**src/sv/assert_macros.svh**
```systemverilog
// assertion helpers, empty under synthesis
`ifndef ASSERT_MACROS_SVH
`define ASSERT_MACROS_SVH
`ifndef SYNTHESIS
`define ASSERT_ALWAYS(lbl, clk, rst, expr) \
   lbl: assert property (@(posedge clk) disable iff (rst) (expr)) \
      else $error("assertion failed");
`define ASSERT_IMPLIES(lbl, clk, rst, ante, cons) \
   lbl: assert property (@(posedge clk) disable iff (rst) (ante) |-> (cons)) \
      else $error("assertion failed");
`else
`define ASSERT_ALWAYS(lbl, clk, rst, expr)
`define ASSERT_IMPLIES(lbl, clk, rst, ante, cons)
`endif
`endif

```
**src/sv/tga_pkg.sv**
```systemverilog
`default_nettype none
package tga_pkg;
   localparam logic [15:0] MIN_RUN_WIDTH = 16'd3;

   localparam logic [1:0] KIND_HEADER = 2'd0;
   localparam logic [1:0] KIND_SPAN   = 2'd1;
   localparam logic [1:0] KIND_DONE   = 2'd2;
   localparam logic [1:0] KIND_ERROR  = 2'd3;

   localparam logic [1:0] ERR_TYPE     = 2'd0;
   localparam logic [1:0] ERR_DEPTH    = 2'd1;
   localparam logic [1:0] ERR_TRUNC    = 2'd2;
   localparam logic [1:0] ERR_NARROW   = 2'd3;

   localparam logic [7:0] TYPE_RAW = 8'd2;
   localparam logic [7:0] TYPE_RLE = 8'd10;
   localparam logic [7:0] DEPTH_24 = 8'd24;
   localparam logic [7:0] DEPTH_32 = 8'd32;

   typedef enum logic [2:0] {
      PH_IDLE, PH_HEADER, PH_SKIP, PH_PACKET, PH_PIXEL
   } phase_type;

   typedef enum logic {
      CS_WAIT, CS_EMIT
   } ctl_state_type;

   typedef struct packed {
      logic take_byte;
      logic emit_step;
   } cmd_type;

   typedef struct packed {
      logic will_emit;
      logic out_free;
      logic last_now;
      logic pending;
   } sts_type;
endpackage
`default_nettype wire

```
**src/sv/tga_ctrl.sv**
```systemverilog
`default_nettype none
module tga_ctrl import tga_pkg::*; (
   input  wire     clock,
   input  wire     reset,
   input  wire     req_valid,
   output logic    req_ready,
   input  sts_type sts,
   output cmd_type cmd
);
   ctl_state_type state_ff, state_in;

   always_ff @(posedge clock) begin
      if (reset) begin
         state_ff <= CS_WAIT;
      end else begin
         state_ff <= state_in;
      end
   end

   always_comb begin
      state_in  = state_ff;
      cmd       = '0;
      req_ready = 1'b0;
      case (state_ff)
         CS_WAIT: begin
            req_ready = 1'b1;
            if (req_valid) begin
               cmd.take_byte = 1'b1;
               if (sts.will_emit) state_in = CS_EMIT;
            end
         end
         CS_EMIT: begin
            if (sts.out_free) begin
               cmd.emit_step = 1'b1;
               if (sts.last_now) state_in = CS_WAIT;
            end
         end
         default: state_in = CS_WAIT;
      endcase
   end
endmodule
`default_nettype wire

```
**src/sv/tga_dpath.sv**
```systemverilog
`default_nettype none
module tga_dpath import tga_pkg::*; (
   input  wire         clock,
   input  wire         reset,
   input  wire         req_first_byte,
   input  wire  [7:0]  req_data_byte,
   input  wire         req_end_of_stream,
   input  cmd_type     cmd,
   output sts_type     sts,
   output logic        rsp_valid,
   input  wire         rsp_ready,
   output logic [1:0]  rsp_kind,
   output logic [1:0]  rsp_fault,
   output logic [15:0] rsp_row,
   output logic [15:0] rsp_column,
   output logic [7:0]  rsp_span_length,
   output logic [7:0]  rsp_red,
   output logic [7:0]  rsp_green,
   output logic [7:0]  rsp_blue,
   output logic [7:0]  rsp_alpha,
   output logic        rsp_last_result
);
   localparam logic [4:0] HB_ID_LEN  = 5'd0;
   localparam logic [4:0] HB_MAP     = 5'd1;
   localparam logic [4:0] HB_TYPE    = 5'd2;
   localparam logic [4:0] HB_MLEN_LO = 5'd5;
   localparam logic [4:0] HB_MLEN_HI = 5'd6;
   localparam logic [4:0] HB_MBITS   = 5'd7;
   localparam logic [4:0] HB_W_LO    = 5'd12;
   localparam logic [4:0] HB_W_HI    = 5'd13;
   localparam logic [4:0] HB_H_LO    = 5'd14;
   localparam logic [4:0] HB_H_HI    = 5'd15;
   localparam logic [4:0] HB_DEPTH   = 5'd16;
   localparam logic [4:0] HB_DESC    = 5'd17;

   phase_type   phase_ff, phase_in;
   logic [4:0]  hidx_ff, hidx_in;
   logic [7:0]  id_len_ff, id_len_in;
   logic        is_rle_ff, is_rle_in;
   logic        map_ff, map_in;
   logic [15:0] mlen_ff, mlen_in;
   logic [7:0]  mbits_ff, mbits_in;
   logic [15:0] width_ff, width_in;
   logic [15:0] height_ff, height_in;
   logic        d32_ff, d32_in;
   logic        topdown_ff, topdown_in;
   logic [21:0] skip_ff, skip_in;
   logic [15:0] x_ff, x_in;
   logic [15:0] y_ff, y_in;
   logic [7:0]  pkt_ff, pkt_in;
   logic        run_ff, run_in;
   logic [1:0]  pbi_ff, pbi_in;
   logic [31:0] col_ff, col_in;
   logic [31:0] span_col_ff, span_col_in;
   logic        perr_ff, perr_in;
   logic [1:0]  ecode_ff, ecode_in;
   logic        phdr_ff, phdr_in;
   logic        pdone_ff, pdone_in;
   logic [7:0]  cnt_ff, cnt_in;
   logic        valid_ff, valid_in;
   logic [1:0]  kind_ff, kind_in;
   logic [1:0]  code_ff, code_in;
   logic [15:0] row_ff, row_in;
   logic [15:0] column_ff, column_in;
   logic [7:0]  len_ff, len_in;
   logic [31:0] ocol_ff, ocol_in;
   logic        last_ff, last_in;

   logic [15:0] avail;
   logic [15:0] cnt16;
   logic [15:0] n16;
   logic [16:0] x_sum;
   logic        row_end;
   logic [16:0] y_inc;
   logic        fin;
   logic [23:0] map_prod;
   logic [21:0] map_bytes;
   logic [21:0] skip_total;
   logic [31:0] asm_col;
   logic [7:0]  b;
   phase_type   eph;
   logic [4:0]  eidx;
   logic        last_lane;

   always_ff @(posedge clock) begin
      if (reset) begin
         phase_ff <= PH_IDLE;
         perr_ff  <= 1'b0;
         phdr_ff  <= 1'b0;
         pdone_ff <= 1'b0;
         cnt_ff   <= '0;
         valid_ff <= 1'b0;
      end else begin
         phase_ff <= phase_in;
         perr_ff  <= perr_in;
         phdr_ff  <= phdr_in;
         pdone_ff <= pdone_in;
         cnt_ff   <= cnt_in;
         valid_ff <= valid_in;
      end
   end

   always_ff @(posedge clock) begin
      hidx_ff     <= hidx_in;
      id_len_ff   <= id_len_in;
      is_rle_ff   <= is_rle_in;
      map_ff      <= map_in;
      mlen_ff     <= mlen_in;
      mbits_ff    <= mbits_in;
      width_ff    <= width_in;
      height_ff   <= height_in;
      d32_ff      <= d32_in;
      topdown_ff  <= topdown_in;
      skip_ff     <= skip_in;
      x_ff        <= x_in;
      y_ff        <= y_in;
      pkt_ff      <= pkt_in;
      run_ff      <= run_in;
      pbi_ff      <= pbi_in;
      col_ff      <= col_in;
      span_col_ff <= span_col_in;
      ecode_ff    <= ecode_in;
      kind_ff     <= kind_in;
      code_ff     <= code_in;
      row_ff      <= row_in;
      column_ff   <= column_in;
      len_ff      <= len_in;
      ocol_ff     <= ocol_in;
      last_ff     <= last_in;
   end

   // span arithmetic
   always_comb begin
      avail   = width_ff - x_ff;
      cnt16   = {8'd0, cnt_ff};
      n16     = (cnt16 < avail) ? cnt16 : avail;
      x_sum   = {1'b0, x_ff} + {1'b0, n16};
      row_end = (x_sum >= {1'b0, width_ff});
      y_inc   = {1'b0, y_ff} + 17'd1;
      fin     = row_end && (y_inc >= {1'b0, height_ff});
   end

   always_comb begin
      map_prod   = mlen_ff * {8'd0, mbits_ff};
      map_bytes  = 22'((25'(map_prod) + 25'd7) >> 3);
      skip_total = {14'd0, id_len_ff} + ((map_ff && mlen_ff != 16'd0) ? map_bytes : 22'd0);
      b          = req_data_byte;
      asm_col    = col_ff;
      case (pbi_ff)
         2'd0:    asm_col[7:0]   = b;
         2'd1:    asm_col[15:8]  = b;
         2'd2:    asm_col[23:16] = b;
         default: asm_col[31:24] = b;
      endcase
      last_lane = d32_ff ? (pbi_ff == 2'd3) : (pbi_ff == 2'd2);
      eph       = req_first_byte ? PH_HEADER : phase_ff;
      eidx      = req_first_byte ? 5'd0 : hidx_ff;
   end

   always_comb begin
      phase_in    = phase_ff;
      hidx_in     = hidx_ff;
      id_len_in   = id_len_ff;
      is_rle_in   = is_rle_ff;
      map_in      = map_ff;
      mlen_in     = mlen_ff;
      mbits_in    = mbits_ff;
      width_in    = width_ff;
      height_in   = height_ff;
      d32_in      = d32_ff;
      topdown_in  = topdown_ff;
      skip_in     = skip_ff;
      x_in        = x_ff;
      y_in        = y_ff;
      pkt_in      = pkt_ff;
      run_in      = run_ff;
      pbi_in      = pbi_ff;
      col_in      = col_ff;
      span_col_in = span_col_ff;
      perr_in     = perr_ff;
      ecode_in    = ecode_ff;
      phdr_in     = phdr_ff;
      pdone_in    = pdone_ff;
      cnt_in      = cnt_ff;
      valid_in    = valid_ff & ~rsp_ready;
      kind_in     = kind_ff;
      code_in     = code_ff;
      row_in      = row_ff;
      column_in   = column_ff;
      len_in      = len_ff;
      ocol_in     = ocol_ff;
      last_in     = last_ff;
      sts.last_now = 1'b1;
      sts.out_free = ~valid_ff | rsp_ready;
      sts.pending  = perr_ff | phdr_ff | pdone_ff | (cnt_ff != 8'd0);

      // byte parse
      if (eph != PH_IDLE) begin
         if (req_first_byte) hidx_in = 5'd0;
         if (req_end_of_stream) begin
            perr_in  = 1'b1;
            ecode_in = ERR_TRUNC;
            phase_in = PH_IDLE;
         end else begin
            case (eph)
               PH_HEADER: begin
                  phase_in = PH_HEADER;
                  if (eidx < HB_DESC) hidx_in = eidx + 5'd1;
                  case (eidx)
                     HB_ID_LEN:  id_len_in = b;
                     HB_MAP:     map_in = (b != 8'd0);
                     HB_TYPE: begin
                        is_rle_in = (b == TYPE_RLE);
                        if (b != TYPE_RAW && b != TYPE_RLE) begin
                           perr_in  = 1'b1;
                           ecode_in = ERR_TYPE;
                           phase_in = PH_IDLE;
                        end
                     end
                     HB_MLEN_LO: mlen_in[7:0] = b;
                     HB_MLEN_HI: mlen_in[15:8] = b;
                     HB_MBITS:   mbits_in = b;
                     HB_W_LO:    width_in[7:0] = b;
                     HB_W_HI:    width_in[15:8] = b;
                     HB_H_LO:    height_in[7:0] = b;
                     HB_H_HI:    height_in[15:8] = b;
                     HB_DEPTH: begin
                        d32_in = (b == DEPTH_32);
                        if (b != DEPTH_24 && b != DEPTH_32) begin
                           perr_in  = 1'b1;
                           ecode_in = ERR_DEPTH;
                           phase_in = PH_IDLE;
                        end
                     end
                     HB_DESC: begin
                        topdown_in = b[5];
                        x_in = '0;
                        y_in = '0;
                        if (width_ff == 16'd0 || height_ff == 16'd0) begin
                           phdr_in  = 1'b1;
                           pdone_in = 1'b1;
                           phase_in = PH_IDLE;
                        end else if (is_rle_ff && width_ff < MIN_RUN_WIDTH) begin
                           perr_in  = 1'b1;
                           ecode_in = ERR_NARROW;
                           phase_in = PH_IDLE;
                        end else begin
                           phdr_in = 1'b1;
                           skip_in = skip_total;
                           pbi_in  = '0;
                           col_in  = '0;
                           if (skip_total != 22'd0) phase_in = PH_SKIP;
                           else phase_in = is_rle_ff ? PH_PACKET : PH_PIXEL;
                        end
                     end
                     default: ;
                  endcase
               end
               PH_SKIP: begin
                  skip_in = skip_ff - 22'd1;
                  if (skip_ff == 22'd1) begin
                     phase_in = is_rle_ff ? PH_PACKET : PH_PIXEL;
                     pbi_in   = '0;
                     col_in   = '0;
                  end
               end
               PH_PACKET: begin
                  pkt_in   = {1'b0, b[6:0]} + 8'd1;
                  run_in   = b[7];
                  pbi_in   = '0;
                  col_in   = '0;
                  phase_in = PH_PIXEL;
               end
               PH_PIXEL: begin
                  if (!last_lane) begin
                     pbi_in = pbi_ff + 2'd1;
                     col_in = asm_col;
                  end else begin
                     pbi_in      = '0;
                     col_in      = '0;
                     span_col_in = asm_col;
                     if (!is_rle_ff) begin
                        cnt_in = 8'd1;
                     end else if (run_ff) begin
                        phase_in = PH_PACKET;
                        cnt_in   = pkt_ff;
                        pkt_in   = '0;
                     end else begin
                        pkt_in = pkt_ff - 8'd1;
                        if (pkt_ff == 8'd1) phase_in = PH_PACKET;
                        cnt_in = 8'd1;
                     end
                  end
               end
               default: ;
            endcase
         end
      end

      sts.will_emit = perr_in | phdr_in | (cnt_in != 8'd0);
      if (!cmd.take_byte) begin
         phase_in    = phase_ff;
         hidx_in     = hidx_ff;
         id_len_in   = id_len_ff;
         is_rle_in   = is_rle_ff;
         map_in      = map_ff;
         mlen_in     = mlen_ff;
         mbits_in    = mbits_ff;
         width_in    = width_ff;
         height_in   = height_ff;
         d32_in      = d32_ff;
         topdown_in  = topdown_ff;
         skip_in     = skip_ff;
         x_in        = x_ff;
         y_in        = y_ff;
         pkt_in      = pkt_ff;
         run_in      = run_ff;
         pbi_in      = pbi_ff;
         col_in      = col_ff;
         span_col_in = span_col_ff;
         perr_in     = perr_ff;
         ecode_in    = ecode_ff;
         phdr_in     = phdr_ff;
         pdone_in    = pdone_ff;
         cnt_in      = cnt_ff;
      end

      // result selection
      if (perr_ff) begin
         sts.last_now = 1'b1;
      end else if (phdr_ff) begin
         sts.last_now = ~pdone_ff;
      end else if (cnt_ff != 8'd0) begin
         sts.last_now = ~fin && (cnt_ff == n16[7:0]);
      end else begin
         sts.last_now = 1'b1;
      end

      if (cmd.emit_step) begin
         valid_in  = 1'b1;
         code_in   = ERR_TYPE;
         row_in    = '0;
         column_in = '0;
         len_in    = '0;
         ocol_in   = '0;
         last_in   = sts.last_now;
         if (perr_ff) begin
            kind_in = KIND_ERROR;
            code_in = ecode_ff;
            perr_in = 1'b0;
         end else if (phdr_ff) begin
            kind_in   = KIND_HEADER;
            row_in    = height_ff;
            column_in = width_ff;
            phdr_in   = 1'b0;
         end else if (cnt_ff != 8'd0) begin
            kind_in   = KIND_SPAN;
            row_in    = topdown_ff ? y_ff : (height_ff - 16'd1 - y_ff);
            column_in = x_ff;
            len_in    = n16[7:0];
            ocol_in   = {d32_ff ? span_col_ff[31:24] : 8'hFF, span_col_ff[23:0]};
            x_in      = row_end ? 16'd0 : x_sum[15:0];
            y_in      = row_end ? y_inc[15:0] : y_ff;
            cnt_in    = fin ? 8'd0 : (cnt_ff - n16[7:0]);
            if (fin) begin
               pdone_in = 1'b1;
               phase_in = PH_IDLE;
            end
         end else begin
            kind_in  = KIND_DONE;
            pdone_in = 1'b0;
         end
      end
   end

   assign rsp_valid       = valid_ff;
   assign rsp_kind        = kind_ff;
   assign rsp_fault       = code_ff;
   assign rsp_row         = row_ff;
   assign rsp_column      = column_ff;
   assign rsp_span_length = len_ff;
   assign rsp_red         = ocol_ff[23:16];
   assign rsp_green       = ocol_ff[15:8];
   assign rsp_blue        = ocol_ff[7:0];
   assign rsp_alpha       = ocol_ff[31:24];
   assign rsp_last_result = last_ff;
endmodule
`default_nettype wire

```
**src/sv/tga_rle_image_decoder_top.sv**
```systemverilog
// one byte per cycle while no result is produced; a byte that produces
// results holds off the next byte until all its results have left, each
// span or status word leaving in turn through a single output register
// a byte's first result is registered in the emit state after its transfer
// a run of up to 128 pixels is emitted as one span per row it touches
// synchronous active-high reset returns the parser to idle, awaiting a first byte
`default_nettype none
`include "assert_macros.svh"
module tga_rle_image_decoder_top import tga_pkg::*; (
   input  wire         clock,
   input  wire         reset,
   input  wire         req_valid,
   output logic        req_ready,
   input  wire         req_first_byte,
   input  wire  [7:0]  req_data_byte,
   input  wire         req_end_of_stream,
   output logic        rsp_valid,
   input  wire         rsp_ready,
   output logic [1:0]  rsp_kind,
   output logic [1:0]  rsp_fault,
   output logic [15:0] rsp_row,
   output logic [15:0] rsp_column,
   output logic [7:0]  rsp_span_length,
   output logic [7:0]  rsp_red,
   output logic [7:0]  rsp_green,
   output logic [7:0]  rsp_blue,
   output logic [7:0]  rsp_alpha,
   output logic        rsp_last_result
);
   cmd_type cmd;
   sts_type sts;
   logic    final_kind;

   tga_ctrl u_ctrl (
      .clock     (clock),
      .reset     (reset),
      .req_valid (req_valid),
      .req_ready (req_ready),
      .sts       (sts),
      .cmd       (cmd)
   );

   tga_dpath u_dpath (
      .clock             (clock),
      .reset             (reset),
      .req_first_byte    (req_first_byte),
      .req_data_byte     (req_data_byte),
      .req_end_of_stream (req_end_of_stream),
      .cmd               (cmd),
      .sts               (sts),
      .rsp_valid         (rsp_valid),
      .rsp_ready         (rsp_ready),
      .rsp_kind          (rsp_kind),
      .rsp_fault         (rsp_fault),
      .rsp_row           (rsp_row),
      .rsp_column        (rsp_column),
      .rsp_span_length   (rsp_span_length),
      .rsp_red           (rsp_red),
      .rsp_green         (rsp_green),
      .rsp_blue          (rsp_blue),
      .rsp_alpha         (rsp_alpha),
      .rsp_last_result   (rsp_last_result)
   );

   assign final_kind = (rsp_kind == KIND_DONE) || (rsp_kind == KIND_ERROR);

   // no new byte while results of the last one remain
   `ASSERT_IMPLIES(a_no_take_pending, clock, reset, req_ready, !sts.pending)
   `ASSERT_IMPLIES(a_final_kinds, clock, reset, rsp_valid && final_kind, rsp_last_result)
   `ASSERT_IMPLIES(a_span_len, clock, reset, rsp_valid && rsp_kind == KIND_SPAN, rsp_span_length != 8'd0)
endmodule
`default_nettype wire
```
**config.mk**
```make
export PLATFORM = sky130hd
export DESIGN_NAME = tga_rle_image_decoder_top
export DESIGN_NICKNAME = d
export VERILOG_FILES = /design/src/sv/tga_pkg.sv /design/src/sv/tga_ctrl.sv /design/src/sv/tga_dpath.sv /design/src/sv/tga_rle_image_decoder_top.sv
export VERILOG_INCLUDE_DIRS = /design/src /design/src/sv
export SDC_FILE = /design/constraint.sdc
export NUM_CORES = 1
export LEC_CHECK = 0
export BUFFER_PORTS_ARGS = -buffer_cell sky130_fd_sc_hd__buf_2
export CORE_UTILIZATION = 40
export DETAILED_ROUTE_END_ITERATION = 16
export GPL_TIMING_DRIVEN = 0
export MAX_ROUTING_LAYER = met4
export SETUP_SLACK_MARGIN = 0.4
export SYNTH_ARGS = -nofsm -noshare
export SYNTH_HDL_FRONTEND = slang
export SYNTH_HIERARCHICAL = 1
export SYNTH_SLANG_ARGS = --single-unit
```
**constraint.sdc**
```tcl
create_clock -name clock -period 7.6 [get_ports clock]
set_input_delay 2.28 -clock clock [delete_from_list [all_inputs] [get_ports clock]]
set_output_delay 2.28 -clock clock [all_outputs]
set_load 0.02 [all_outputs]
```
* Word-level counts from Yosys, hierarchy flattened
Cells that the tools add are included.
Operators by class: add/sub/neg operators 13, $mul 1, divide/modulo/power cells 0, $lt $le $gt $ge 5, equality and inequality tests 38, shift operators 0, multiplexer cells 145, bitwise logic cells 11, reductions and logical operators 43
Operators by type and width (number):
- 16-bit two-way mux | 26
- 32-bit two-way mux | 5
- 8-bit two-way mux | 20
- 32-bit one-hot mux with 4 select lines | 1
- 22-bit two-way mux | 4
- 5-bit AND reduction | 13
- 3-bit two-way mux | 18
- 1-bit two-way mux | 47
- 22-bit one-hot mux with 2 select lines | 1
- 17-bit by 16-bit >= comparator with 1-bit output | 2
- 16-bit logical NOT | 2
- 16-bit subtractor | 2
- 24-bit by 3-bit adder with 25-bit output (second input constant) | 1
- 16-bit by 8-bit multiplier with 24-bit output | 1
- 2-bit two-way mux | 12
- 8-bit nonzero test | 3
- 8-bit by 22-bit adder with 22-bit output | 1
- 22-bit by 1-bit equality test with 1-bit output (second input constant) | 1
- 22-bit nonzero test | 1
- 22-bit by 1-bit subtractor with 22-bit output (second input constant) | 1
- 5-bit by 4-bit equality test with 1-bit output (second input constant) | 4
- 5-bit two-way mux | 4
- 16-bit by 1-bit adder with 17-bit output (second input constant) | 1
- 16-bit by 16-bit adder with 17-bit output | 1
- other kinds (55) | 84
Storage, ports and cells: bits in registers 297, bits in latches 0, bits in writable memories 0, bits in read-only memories 0, bits of input ports 14, output and inout port bits 79, logic and storage cells 292, memories kept 0

* Depth between registers and ports, before layout
word-level depth 18, gate-level depth with buffers 43, mapped depth without buffers 42

* Modules after synthesis
The synthesis kept the hierarchy.
Modules (own cells, without submodules):
- tga_dpath | times used 1, cells each 2146, area an instance 21484.4 um^2, seq. area each 8578.2 um^2
- tga_ctrl | times used 1, cells each 6, area an instance 53.8 um^2, seq. area each 20.0 um^2

* Worst setup path after synthesis
No wires, ideal clock.
path type reg-to-reg, from reg u_dpath.width_ff[0], to reg u_dpath.y_ff[0] (enable), library setup time 325 ps, arrival 7357 ps, data required time 7275 ps, slack -83 ps, cell stages (with the launch flop) 40, path buffers 1, clock period less this slack 7683 ps, path through edfxtp_1 inv_1 ha_1 inv_1 fa_1 a21o_1 a21oi_1 o21ai_0 a21oi_1 xnor2_1 inv_1 ha_1 a21oi_1 nor2b_1 o2111ai_1 a2111oi_0 clkbuf_1 nor2_1 [... 4 more ...] a21oi_1 o21ai_0 a21oi_1 nand2b_1 a21boi_0 nor3_1 nor2_1 nor4_1 o41a_1 o21ai_0 xor2_1 ha_1 nand4_1 nor4_1 a2111oi_0 o221ai_1 nor2_1 inv_1
On the way: longest elaborated chain between the ends 6
Ends and longest elaborated chain:
- start: declaration | line tga_dpath.sv:43 | logic [15:0] width_ff, width_in;
- start signal: assignment | line tga_dpath.sv:110 | width_ff <= width_in;
- 16-bit subtractor (*) | line tga_dpath.sv:134 | avail = width_ff - x_ff;
- 8-bit by 16-bit < comparator with 1-bit output | line tga_dpath.sv:136 | n16 = (cnt16 < avail) ? cnt16 : avail;
- 16-bit two-way mux (*) | line tga_dpath.sv:136
- net u_dpath.n16[1] | line tga_dpath.sv:71 | logic [15:0] n16;
- 16-bit by 16-bit adder with 17-bit output (*) | line tga_dpath.sv:137 | x_sum = {1'b0, x_ff} + {1'b0, n16};
- 17-bit by 16-bit >= comparator with 1-bit output (*) | line tga_dpath.sv:138 | row_end = (x_sum >= {1'b0, width_ff});
- 5-bit by 2-bit != test with 1-bit output (no line) (*)
- end signal: assignment | line tga_dpath.sv:116 | y_ff <= y_in;
- end: declaration | line tga_dpath.sv:49 | logic [15:0] y_ff, y_in;
The timed path passes the listed nets; every way through them passes the cells marked *. A chain may end at the register's enable or synchronous reset.

==> metrics <==
status completed; total clock sinks 297; post-DP HPWL 43000 um; CTS H-tree depth 2; Die H 234 um; ANT nets after route 0; wire length on met2 28800 um; Rel. slew slack 0.356; sw frac 0.246; Placement Rows between 80 and 90; reg-to-reg slack, setup 150 ps; Highest Signal Layer met4; Synth-to-Final Area Change 20.9%; Critical Path Max Stage Delay 470 ps; syn avg cell area 10.0 um^2; NetSw 0.961 mW; total power 3.90 mW; first-pass GRT wire length 93700 um; clk_skew 25.5 ps; hold crit path type reg -> reg; worst path arrival time 7910 ps; crit path max-delay cell type o41a_1; Initial DRT Pass Iterations 8; DRC 0; Max VDD drop 0.157 mV; largest net degree at the start of global routing between 50 and 60; Die X 234 um; combinational share of power 0.088; RSZ-0062 raised after global routing true; sequential power share 0.471; Leak 10.7 nW; Num CTS Buffers 35; path depth of the worst reg2reg path 44; WP depth 44; Final WS setup 152 ps; fill count 4760; fmax 134 MHz; CTS tree done; clock group share of total power 0.441; port bufs 92; Routed WL 60500 um; Initial Util 0.407; All-Layer GR Usage 0.226; dpl ws -1770 ps; vias in the first global route 17300; delay-heaviest family, CP compound AO/OA/AOI/OAI gates; DR vias about 17000; Worst-Skew Late Latency 550 ps; gr ovfl total 0; worst hold slack just over 500 ps; met1 WL 26900 um; crit path kind reg -> reg; nets 2673; Required @ worst endpoint around 8100 ps; Yosys warning count 6; initial antenna violation count 3; PwrDens ~150 nW/um^2; CORE AREA 52900 um^2; Max Cap Violations 0; Mapped Area 21500 um^2; DIE AREA 54800 um^2; worst-margin pin slew 959 ps; CTS Buffer Depth 3; most frequent CP cell a21oi_2; met3 WL 3350 um; critical path fanouts, max 6; Final Max Slew Viols 0; post-route minimum period approximately 7400 ps; Final Hold Fails 0; placer congestion estimate 0.904; period utilization 0.980; drt initial violations around 1400; clk slew on worst S/H paths 70 ps; CP Launch Type register; Ports 93; wire per inst 19.4 um; crit end category register; Int Power 2.94 mW; layout cells sized above 1 0.190; clk root buf clkbuf_16; hold path depth 2; Syn Inst Count ~2200; endpoints failing setup 0; number of buffers inserted by hold repair at cts 0; Buf/Inv on CP 8; vias per cell approximately 5.5
worst min-delay path: stages (launching register included):
cell,delay [ps]
dfxtp_1,350
nand2_1,70
o21ai_1,50
timing repair:
| action | 4_1_cts | 5_1_grt |
|---|---|---|
| endpoints found under the hold margin | 0 | 0 |
| resized for setup | 115 | 97 |
| endpoints found under the setup margin | 51 | 48 |
| cloned | 1 | 0 |
| pin swaps | 63 | 61 |
| setup buffers | 73 | 40 |
state kept, by name, summed over array words and instances (netlist names), 22 cells and up:
register	cells
u_dpath/span_col_ff	32
u_dpath/skip_ff	22
u_dpath/col_ff	32
u_dpath/ocol_ff	32
power by group through the flow:
stage	logic, mW	clock network, mW	registers [mW]
2_1_floorplan	0.188	0	1.90
3_3_place_gp	0.309	0	1.87
3_5_place_dp	0.321	0	1.87
4_1_cts	0.329	1.77	1.84
5_1_grt	0.376	1.82	1.84
6_report	0.344	1.72	1.84
cell usage in the layout (no fill, tap or decap), types with 28 or more instances in the layout:
cell type / count
xor2_1: 49
edfxtp_1: 265
nand2_1: 175
nand3_1: 47
inv_1: 222
buf_4: 104
clkbuf_16: 36
buf_2: 96
clkbuf_1: 70
nor3_1: 28
nor2_1: 123
o21ai_0: 91
and2_1: 114
mux2_2: 37
xnor2_1: 60
a21oi_1: 85
and3_1: 81
dfxtp_1: 31
ha_1: 152
fa_1: 83
stage by stage:
stage               TNS [ps]   util  instances  instance area [um^2]
floorplan                  0      -       2158                 21600
global placement      -54840  0.433       2938                 22900
detailed placement    -56610  0.435       2943                 23000
CTS                        0  0.477       3081                 25200
global route           -3160  0.492       3123                 26000
finish                     0  0.492       3124                 26000
worst paths after layout:
kind	from	to
max	u_dpath/width_ff[0]	u_ctrl/state_ff
min	u_dpath/x_ff[1]	u_dpath/x_ff[1]
max reg2reg	u_dpath/width_ff[0]	u_ctrl/state_ff
min reg2reg	u_dpath/x_ff[1]	u_dpath/x_ff[1]
routing by layer:
metal / up-vias / global-route usage
met4: 0 / 0.0627
met2: 477 / 0.365
li1: 8081 / -
met1: 8500 / 0.295
met5: - / -
met3: 85 / 0.0322
cell type report:
cell class	instances	area [um^2]	share of cell area
Buffer	80	408	0.0157
Antenna cell	3	7.51	0.000288
Multi-Input combinational cell	1551	12600	0.485
Sequential cell	297	8600	0.330
Clock buffer	42	902	0.0347
Tap cell	688	861	0.0331
Timing Repair Buffer	211	1490	0.0573
Inverter	230	871	0.0335
Clock inverter	22	262	0.0100
Note: power is estimated with default switching activity, not from simulation.
